[config.mk]
export PLATFORM = sky130hd
export DESIGN_NAME = nmea_rmc_time_extractor_core
export DESIGN_NICKNAME = d
export VERILOG_FILES = /design/src/design/nrte_pkg.sv /design/src/design/nmea_rmc_time_extractor_core.sv
export SDC_FILE = /design/constraint.sdc
export NUM_CORES = 1
export LEC_CHECK = 0
export BUFFER_PORTS_ARGS = -buffer_cell sky130_fd_sc_hd__buf_4
export CAP_MARGIN = 20
export CORE_MARGIN = 2
export CORE_UTILIZATION = 30
export CTS_BUF_LIST = sky130_fd_sc_hd__clkbuf_8
export DETAILED_ROUTE_END_ITERATION = 6
export GPL_TIMING_DRIVEN = 0
export SLEW_MARGIN = 20
export SYNTH_ARGS = -nofsm -noshare
export SYNTH_HDL_FRONTEND = slang
export SYNTH_SLANG_ARGS = --single-unit
[constraint.sdc]
create_clock -name aclk -period 8.55 [get_ports aclk]
set_clock_uncertainty 0.05 [all_clocks]
set_input_delay 0.4275 -clock aclk [delete_from_list [all_inputs] [get_ports aclk]]
set_output_delay 0.4275 -clock aclk [all_outputs]
set_load 0.02 [all_outputs]
[src/design/nrte_pkg.sv]
// Package for the NMEA RMC time extractor: parser phase codes, character
// codes and the hex digit and hour conversion functions.
// Used by nmea_rmc_time_extractor_core; depends on nothing.
`default_nettype none

package nrte_pkg;

    localparam int PHASE_W = 4;
    localparam int COUNT_W = 5;
    localparam int NIB_W   = 4;
    localparam int BYTE_W  = 8;

    localparam logic [PHASE_W-1:0] PH_IDLE  = 4'd0;
    localparam logic [PHASE_W-1:0] PH_HDR_G = 4'd1;
    localparam logic [PHASE_W-1:0] PH_HDR_P = 4'd2;
    localparam logic [PHASE_W-1:0] PH_HDR_R = 4'd3;
    localparam logic [PHASE_W-1:0] PH_HDR_M = 4'd4;
    localparam logic [PHASE_W-1:0] PH_HDR_C = 4'd5;
    localparam logic [PHASE_W-1:0] PH_COMMA = 4'd6;
    localparam logic [PHASE_W-1:0] PH_TIME  = 4'd7;
    localparam logic [PHASE_W-1:0] PH_STAR  = 4'd8;
    localparam logic [PHASE_W-1:0] PH_SUM_H = 4'd9;
    localparam logic [PHASE_W-1:0] PH_SUM_L = 4'd10;

    localparam logic [BYTE_W-1:0] CH_DOLLAR = 8'h24;
    localparam logic [BYTE_W-1:0] CH_G      = 8'h47;
    localparam logic [BYTE_W-1:0] CH_P      = 8'h50;
    localparam logic [BYTE_W-1:0] CH_R      = 8'h52;
    localparam logic [BYTE_W-1:0] CH_M      = 8'h4D;
    localparam logic [BYTE_W-1:0] CH_C      = 8'h43;
    localparam logic [BYTE_W-1:0] CH_COMMA  = 8'h2C;
    localparam logic [BYTE_W-1:0] CH_STAR   = 8'h2A;

    localparam logic [BYTE_W-1:0] HEX_DIGIT_TOP  = 8'h39;
    localparam logic [BYTE_W-1:0] HEX_LETTER_ADJ = 8'h37;
    localparam logic [BYTE_W-1:0] HALF_DAY       = 8'd12;
    localparam logic [NIB_W-1:0]  BLANK_DIGIT    = 4'd10;
    localparam logic [NIB_W-1:0]  TZ_RESET       = 4'd4;

    localparam logic [COUNT_W-1:0] TIME_KEEP  = 5'd4;
    localparam logic [COUNT_W-1:0] TIME_MAX   = 5'd16;
    localparam logic [COUNT_W-1:0] TIME_SHORT = 5'd7;

    typedef logic [NIB_W-1:0] nib_t;

    // Expected character for each header phase; the comma ends the header.
    function automatic logic [BYTE_W-1:0] header_char(input logic [PHASE_W-1:0] phase);
        logic [BYTE_W-1:0] ch;
        case (phase)
            PH_HDR_G: ch = CH_G;
            PH_HDR_P: ch = CH_P;
            PH_HDR_R: ch = CH_R;
            PH_HDR_M: ch = CH_M;
            PH_HDR_C: ch = CH_C;
            PH_COMMA: ch = CH_COMMA;
            default:  ch = CH_DOLLAR;
        endcase
        return ch;
    endfunction

    function automatic nib_t hex_nibble(input logic [BYTE_W-1:0] b);
        logic [BYTE_W-1:0] v;
        v = (b > HEX_DIGIT_TOP) ? b - HEX_LETTER_ADJ : b;
        return v[NIB_W-1:0];
    endfunction

    // Turns the UTC hour digits into 12-hour form shifted back by the offset.
    // The subtraction wraps at eight bits, as for offsets above twelve.
    function automatic logic [2*NIB_W-1:0] convert_hour(input nib_t d0, input nib_t d1,
                                                        input nib_t tz);
        logic [BYTE_W-1:0] h;
        logic [BYTE_W-1:0] tz8;
        nib_t              t0;
        nib_t              t1;
        tz8 = {{(BYTE_W-NIB_W){1'b0}}, tz};
        h = ({{(BYTE_W-NIB_W){1'b0}}, d0} << 3) + ({{(BYTE_W-NIB_W){1'b0}}, d0} << 1)
            + {{(BYTE_W-NIB_W){1'b0}}, d1};
        if (h > HALF_DAY) begin
            h = h - HALF_DAY;
        end
        if (h <= tz8) begin
            h = h + HALF_DAY;
        end
        h = h - tz8;
        if (h > 8'd9) begin
            t0 = 4'd1;
            h  = h - 8'd10;
        end else begin
            t0 = 4'd0;
        end
        t1 = h[NIB_W-1:0];
        return {t0, t1};
    endfunction

endpackage

`default_nettype wire

[src/design/nmea_rmc_time_extractor_core.sv]
// NMEA RMC time extractor: parses "$GPRMC," sentences byte by byte and
// emits four display digits of the time when the checksum matches.
// Depends on nrte_pkg.
//
//   channel  direction  payload                                    handshake
//   s_       in         s_rx_byte[7:0]                             s_valid/s_ready
//   m_       out        m_hour_tens/ones, m_minute_tens/ones [3:0] m_valid/m_ready
//   cfg_     in         cfg_wdata[3:0] (timezone offset)           cfg_wen
//
// One byte per cycle is sustained. A byte enters an input register and is
// then parsed, which updates the parser state and on a checksum match loads
// the result register. The input stage only stalls when the byte that ends a
// matching sentence finds the result register holding an item not yet taken.
// Reset (aresetn low, synchronous) clears the parser, the digit store and both
// valid flags and sets the offset to 4.
`default_nettype none

module nmea_rmc_time_extractor_core (
    input  wire logic       aclk,
    input  wire logic       aresetn,
    input  wire logic       cfg_wen,
    input  wire logic [3:0] cfg_wdata,
    input  wire logic       s_valid,
    output logic            s_ready,
    input  wire logic [7:0] s_rx_byte,
    output logic            m_valid,
    input  wire logic       m_ready,
    output logic [3:0]      m_hour_tens,
    output logic [3:0]      m_hour_ones,
    output logic [3:0]      m_minute_tens,
    output logic [3:0]      m_minute_ones
);

    logic                            in_valid_reg;
    logic [nrte_pkg::BYTE_W-1:0]     in_byte_reg;
    logic                            advance;

    nrte_pkg::nib_t                  tz_reg;
    logic [nrte_pkg::PHASE_W-1:0]    phase_reg, phase_next;
    logic [nrte_pkg::COUNT_W-1:0]    count_reg, count_next;
    logic [nrte_pkg::BYTE_W-1:0]     xor_reg, xor_next;
    logic [nrte_pkg::BYTE_W-1:0]     saved_reg, saved_next;
    nrte_pkg::nib_t                  sum_high_reg, sum_high_next;
    nrte_pkg::nib_t                  digit_reg [4];
    nrte_pkg::nib_t                  digit_next [4];

    logic                            emit;
    logic [2*nrte_pkg::NIB_W-1:0]    hour_conv;
    logic [nrte_pkg::BYTE_W-1:0]     got_sum;

    logic                            m_valid_reg;
    nrte_pkg::nib_t                  out_reg [4];

    assign advance = in_valid_reg && (!emit || !m_valid_reg || m_ready);
    assign s_ready = !in_valid_reg || advance;

    assign hour_conv = nrte_pkg::convert_hour(digit_reg[0], digit_reg[1], tz_reg);
    assign got_sum   = {sum_high_reg, nrte_pkg::hex_nibble(in_byte_reg)};

    always_comb begin
        phase_next    = phase_reg;
        count_next    = count_reg;
        xor_next      = (in_byte_reg != nrte_pkg::CH_STAR) ? xor_reg ^ in_byte_reg : xor_reg;
        saved_next    = saved_reg;
        sum_high_next = sum_high_reg;
        digit_next    = digit_reg;
        emit          = 1'b0;
        case (phase_reg)
            nrte_pkg::PH_IDLE: begin
                phase_next = (in_byte_reg == nrte_pkg::CH_DOLLAR) ? nrte_pkg::PH_HDR_G
                                                                  : nrte_pkg::PH_IDLE;
                xor_next   = '0;
            end
            nrte_pkg::PH_HDR_G, nrte_pkg::PH_HDR_P, nrte_pkg::PH_HDR_R,
            nrte_pkg::PH_HDR_M, nrte_pkg::PH_HDR_C, nrte_pkg::PH_COMMA: begin
                if (phase_reg == nrte_pkg::PH_COMMA) begin
                    count_next = '0;
                end
                if (in_byte_reg == nrte_pkg::header_char(phase_reg)) begin
                    phase_next = phase_reg + 4'd1;
                end else begin
                    phase_next = nrte_pkg::PH_IDLE;
                end
            end
            nrte_pkg::PH_TIME: begin
                if (in_byte_reg == nrte_pkg::CH_COMMA) begin
                    if (count_reg > nrte_pkg::TIME_SHORT) begin
                        digit_next[0] = hour_conv[2*nrte_pkg::NIB_W-1:nrte_pkg::NIB_W];
                        digit_next[1] = hour_conv[nrte_pkg::NIB_W-1:0];
                    end
                    count_next = '0;
                    phase_next = nrte_pkg::PH_STAR;
                end else if (count_reg < nrte_pkg::TIME_MAX) begin
                    if (count_reg < nrte_pkg::TIME_KEEP) begin
                        digit_next[count_reg[1:0]] = in_byte_reg[nrte_pkg::NIB_W-1:0];
                    end
                    count_next = count_reg + 5'd1;
                end
            end
            nrte_pkg::PH_STAR: begin
                if (in_byte_reg == nrte_pkg::CH_STAR) begin
                    saved_next = xor_next;
                    phase_next = nrte_pkg::PH_SUM_H;
                end
            end
            nrte_pkg::PH_SUM_H: begin
                sum_high_next = nrte_pkg::hex_nibble(in_byte_reg);
                phase_next    = nrte_pkg::PH_SUM_L;
            end
            nrte_pkg::PH_SUM_L: begin
                emit = (got_sum == saved_reg);
                for (int i = 0; i < 4; i++) begin
                    digit_next[i] = '0;
                end
                phase_next = nrte_pkg::PH_IDLE;
            end
            default: begin
                phase_next = nrte_pkg::PH_IDLE;
            end
        endcase
    end

    always_ff @(posedge aclk) begin
        if (!aresetn) begin
            tz_reg <= nrte_pkg::TZ_RESET;
        end else if (cfg_wen) begin
            tz_reg <= cfg_wdata;
        end
    end

    always_ff @(posedge aclk) begin
        if (!aresetn) begin
            in_valid_reg <= 1'b0;
        end else if (s_ready) begin
            in_valid_reg <= s_valid;
        end
    end

    always_ff @(posedge aclk) begin
        if (s_ready && s_valid) begin
            in_byte_reg <= s_rx_byte;
        end
    end

    always_ff @(posedge aclk) begin
        if (!aresetn) begin
            phase_reg    <= nrte_pkg::PH_IDLE;
            count_reg    <= '0;
            xor_reg      <= '0;
            saved_reg    <= '0;
            sum_high_reg <= '0;
            for (int i = 0; i < 4; i++) begin
                digit_reg[i] <= '0;
            end
        end else if (advance) begin
            phase_reg    <= phase_next;
            count_reg    <= count_next;
            xor_reg      <= xor_next;
            saved_reg    <= saved_next;
            sum_high_reg <= sum_high_next;
            digit_reg    <= digit_next;
        end
    end

    always_ff @(posedge aclk) begin
        if (!aresetn) begin
            m_valid_reg <= 1'b0;
        end else if (advance && emit) begin
            m_valid_reg <= 1'b1;
        end else if (m_ready) begin
            m_valid_reg <= 1'b0;
        end
    end

    always_ff @(posedge aclk) begin
        if (advance && emit) begin
            out_reg[0] <= (digit_reg[0] == '0) ? nrte_pkg::BLANK_DIGIT : digit_reg[0];
            out_reg[1] <= digit_reg[1];
            out_reg[2] <= digit_reg[2];
            out_reg[3] <= digit_reg[3];
        end
    end

    assign m_valid       = m_valid_reg;
    assign m_hour_tens   = out_reg[0];
    assign m_hour_ones   = out_reg[1];
    assign m_minute_tens = out_reg[2];
    assign m_minute_ones = out_reg[3];

endmodule

`default_nettype wire

==> results.cfg <==
[logic_synthesis]
synth_area_per_cell_um2 = 9.162
synthTopCellsByCount = dfxtp_1 (51), nand2_1 (41), nor2_1 (34)
syn_area_um2 = 4710
syn_inst = 514
synth_area_leader_cell = dfxtp_1
netlist_top_cells_area = dfxtp_1 (22%), edfxtp_1 (15%), ha_1 (7.7%), xnor2_1 (3.9%), nand2_1 (3.3%)
synth_cell_types = 75
synth_fp_nets = 563
yosysMostFrequentCell = dfxtp_1
ys_ff_latch = 75
async_flop_share_pct = 0
synth_top_area_share_pct = 21.68
yosysWarnings = 0
synth_edf_count = 24
synth_seq_area_share_pct = 36.98
synth_top_flop_cell = dfxtp_1

[clocking]
cts_buffers = 9
holdBufCountCts = 0
cts_root_buf = clkbuf_8
clkTransAtPathRegs_ps = 90
h-tree-depth = 3
clk_latency_ps = 370
cts_resized = 0
clock_path_buffers = 2
cts_tree = yes
clock_sinks = 75
post-cts-setup-buffers = 0

[floorplanning]
die_area_um2 = 16720
die_h_um = 129.3
ios = 35
num_rows = 45
die_w_um = 129.3
core_um2 = 15260
initial_core_util_pct = 30.87

[pwr]
ir_drop_mv = 0.07694
seq_power_share_pct = 49.3
cellPowerDensity_nw_per_um2 = 140.3
p_total_uw = 760.5
net-switching-power_uw = 212.1
p_int_uw = 548.4
p_comb_share_pct = 12.2
p_leak_nw = 2.025
switching_share_pct = 27.89
p_clk_share_pct = 38.5

[final_layout]
area_growth_pct = 15.14
fin_util_pct = 35.54
drive_above_1_share_pct = 13.88
antenna_cells = 0
num-nets-final = 606
fin_area_um2 = 5423
instances_no_fill = 773

[place]
routabilityCongestion = 0.9281
post-place-ws_ps = 2664
dp.cells = 757
place_area_um2 = 5214
port_buffers = 32
dp_hpwl_mm = 8.557

[sta]
setup_viol = 0
fin_tns_setup_ps = 0
max_slew_margin_pct = 43.76
worst_slack_ps = 2588
rsz0062_at_grt = no
holdWs_ps = 185.0
maxClockFrequency_mhz = 167.7
period_minus_slack_ps = 5962
period_share_pct = 69.73
tightest_slew_ps = 841.9
drv_slew = 0
hold_viol_final = 0

[detailed_routing]
final_antenna_net_count = 0
wl_per_cell_um = 14.97
firstDrtPassIters = 4
routed_wl_mm = 11.58
vias = 4079
drc_errors = 0
via_per_inst = 5.277
drt-initial-drc-count = 295

[global_routing]
grt_usage_pct = 14.38
grt.busiest_layer = met2
grt_overflow_total = 0
grt_max_degree = 17
grt_pass1_wl_mm = 19.10
grt_util_met3_pct = 3.551
grtUsageMet2_pct = 24.55
antenna_found_initial = 0
grt_pass1_vias = 4001
use_met1_pct = 17.86

[setup_path]
crit_start = digit_reg[11]$_SDFFE_PN0P_
timing.rr.end = digit_reg[11]$_SDFFE_PN0P_
critical_path_class = register to register
cp.required_ps = 8760
worstPathMaxFanout = 5
end_kind = register
rrSetupSlack_ps = 2590
cp.arrival_ps = 6170
timing.rr.start = digit_reg[11]$_SDFFE_PN0P_
cp-start-kind = register
r2r_cells = 23

[min_path]
hp-class = primary input to register
holdPathStages = 1
worstHoldStart = s_rx_byte[0]
hold-path-endpoint = in_byte_reg[0]$_DFFE_PP_

[run]
max-cap-violations = 0

[status]
status = finished clean
power by group through the flow:
stage / combinational, mW / sequential, mW / clock [mW]
2_1_floorplan: 0.0663 / 0.382 / 0
3_3_place_gp: 0.0898 / 0.383 / 0
3_5_place_dp: 0.0916 / 0.383 / 0
4_1_cts: 0.0922 / 0.375 / 0.304
5_1_grt: 0.101 / 0.376 / 0.317
6_report: 0.0930 / 0.375 / 0.293
final cells by class:
| type | count | area, um2 |
|---|---|---|
| Buffer | 26 | 137.6 |
| Clock buffer | 9 | 123.9 |
| Clock inverter | 7 | 85.08 |
| Fill cell | 1561 | 9836 |
| Inverter | 29 | 108.9 |
| Multi-Input combinational cell | 384 | 2721 |
| Sequential cell | 75 | 1742 |
| Tap cell | 211 | 264.0 |
| Timing Repair Buffer | 32 | 240.2 |
critical path, stage by stage, from the launching register on:
cell and delay (ps):
dfxtp_1 390, inv_1 80, fa_1 530, fa_1 510, nor2b_1 220, nand4_1 140, a31oi_1 330, nand4_1 260
a21oi_1 330, inv_1 80, ha_1 290, and4_1 190, nor3_1 240, a211oi_1 130, xor2_1 190, ha_1 350
a21oi_1 80, nor2b_1 240, nand2b_1 90, o31a_1 240, o22ai_1 180, o21ai_0 230, nor4b_1 380, o31ai_1 110
how the worst max path moves through the flow:
| stage | depth (start not counted) | to | slack (ps) |
|---|---|---|---|
| after global routing | 23 | digit_reg[11]$_SDFFE_PN0P_ | 2130 |
| after global placement | 23 | digit_reg[11]$_SDFFE_PN0P_ | 2780 |
| after detailed placement | 23 | digit_reg[11]$_SDFFE_PN0P_ | 2660 |
| after floorplan | 22 | digit_reg[11]$_SDFFE_PN0P_ | 3380 |
| final | 23 | digit_reg[11]$_SDFFE_PN0P_ | 2590 |
| after CTS | 23 | digit_reg[11]$_SDFFE_PN0P_ | 2620 |
logic make-up after synthesis:
kind of cell / after synthesis / share of synthesized area, %
xor+xnor: 27 / 5.313
flops: 75 / 36.98
buf+inv: 55 / 5.233
compound gates: 139 / 21.39
simple gates: 179 / 20.62
mux: 7 / 1.488
fa+ha+maj: 32 / 8.980
layout by cell type, fill, tap and decap left out, drive strengths merged, types with 10 or more instances in the layout:
cell | Yosys | final
o21ai | 27 | 27
edfxtp | 24 | 24
nand2 | 41 | 41
a21boi | 10 | 10
xnor2 | 21 | 21
nand4 | 10 | 10
inv | 29 | 31
a211oi | 10 | 10
a21oi | 21 | 21
o22ai | 13 | 13
nand3 | 15 | 15
nand3b | 11 | 11
buf | 11 | 43
ha | 29 | 29
dfxtp | 51 | 51
nor2 | 38 | 38
nor2b | 15 | 15
clkbuf | 15 | 24
routing by layer:
| metal | share of wire (%) | vias to the layer above |
|---|---|---|
| li1 | - | 1978 |
| met2 | 48 | 119 |
| met3 | 4.5 | 16 |
| met1 | 46 | 1966 |
| met4 | 1.3 | 0 |
| met5 | 0 | - |
(Power assumes the default switching activity.)
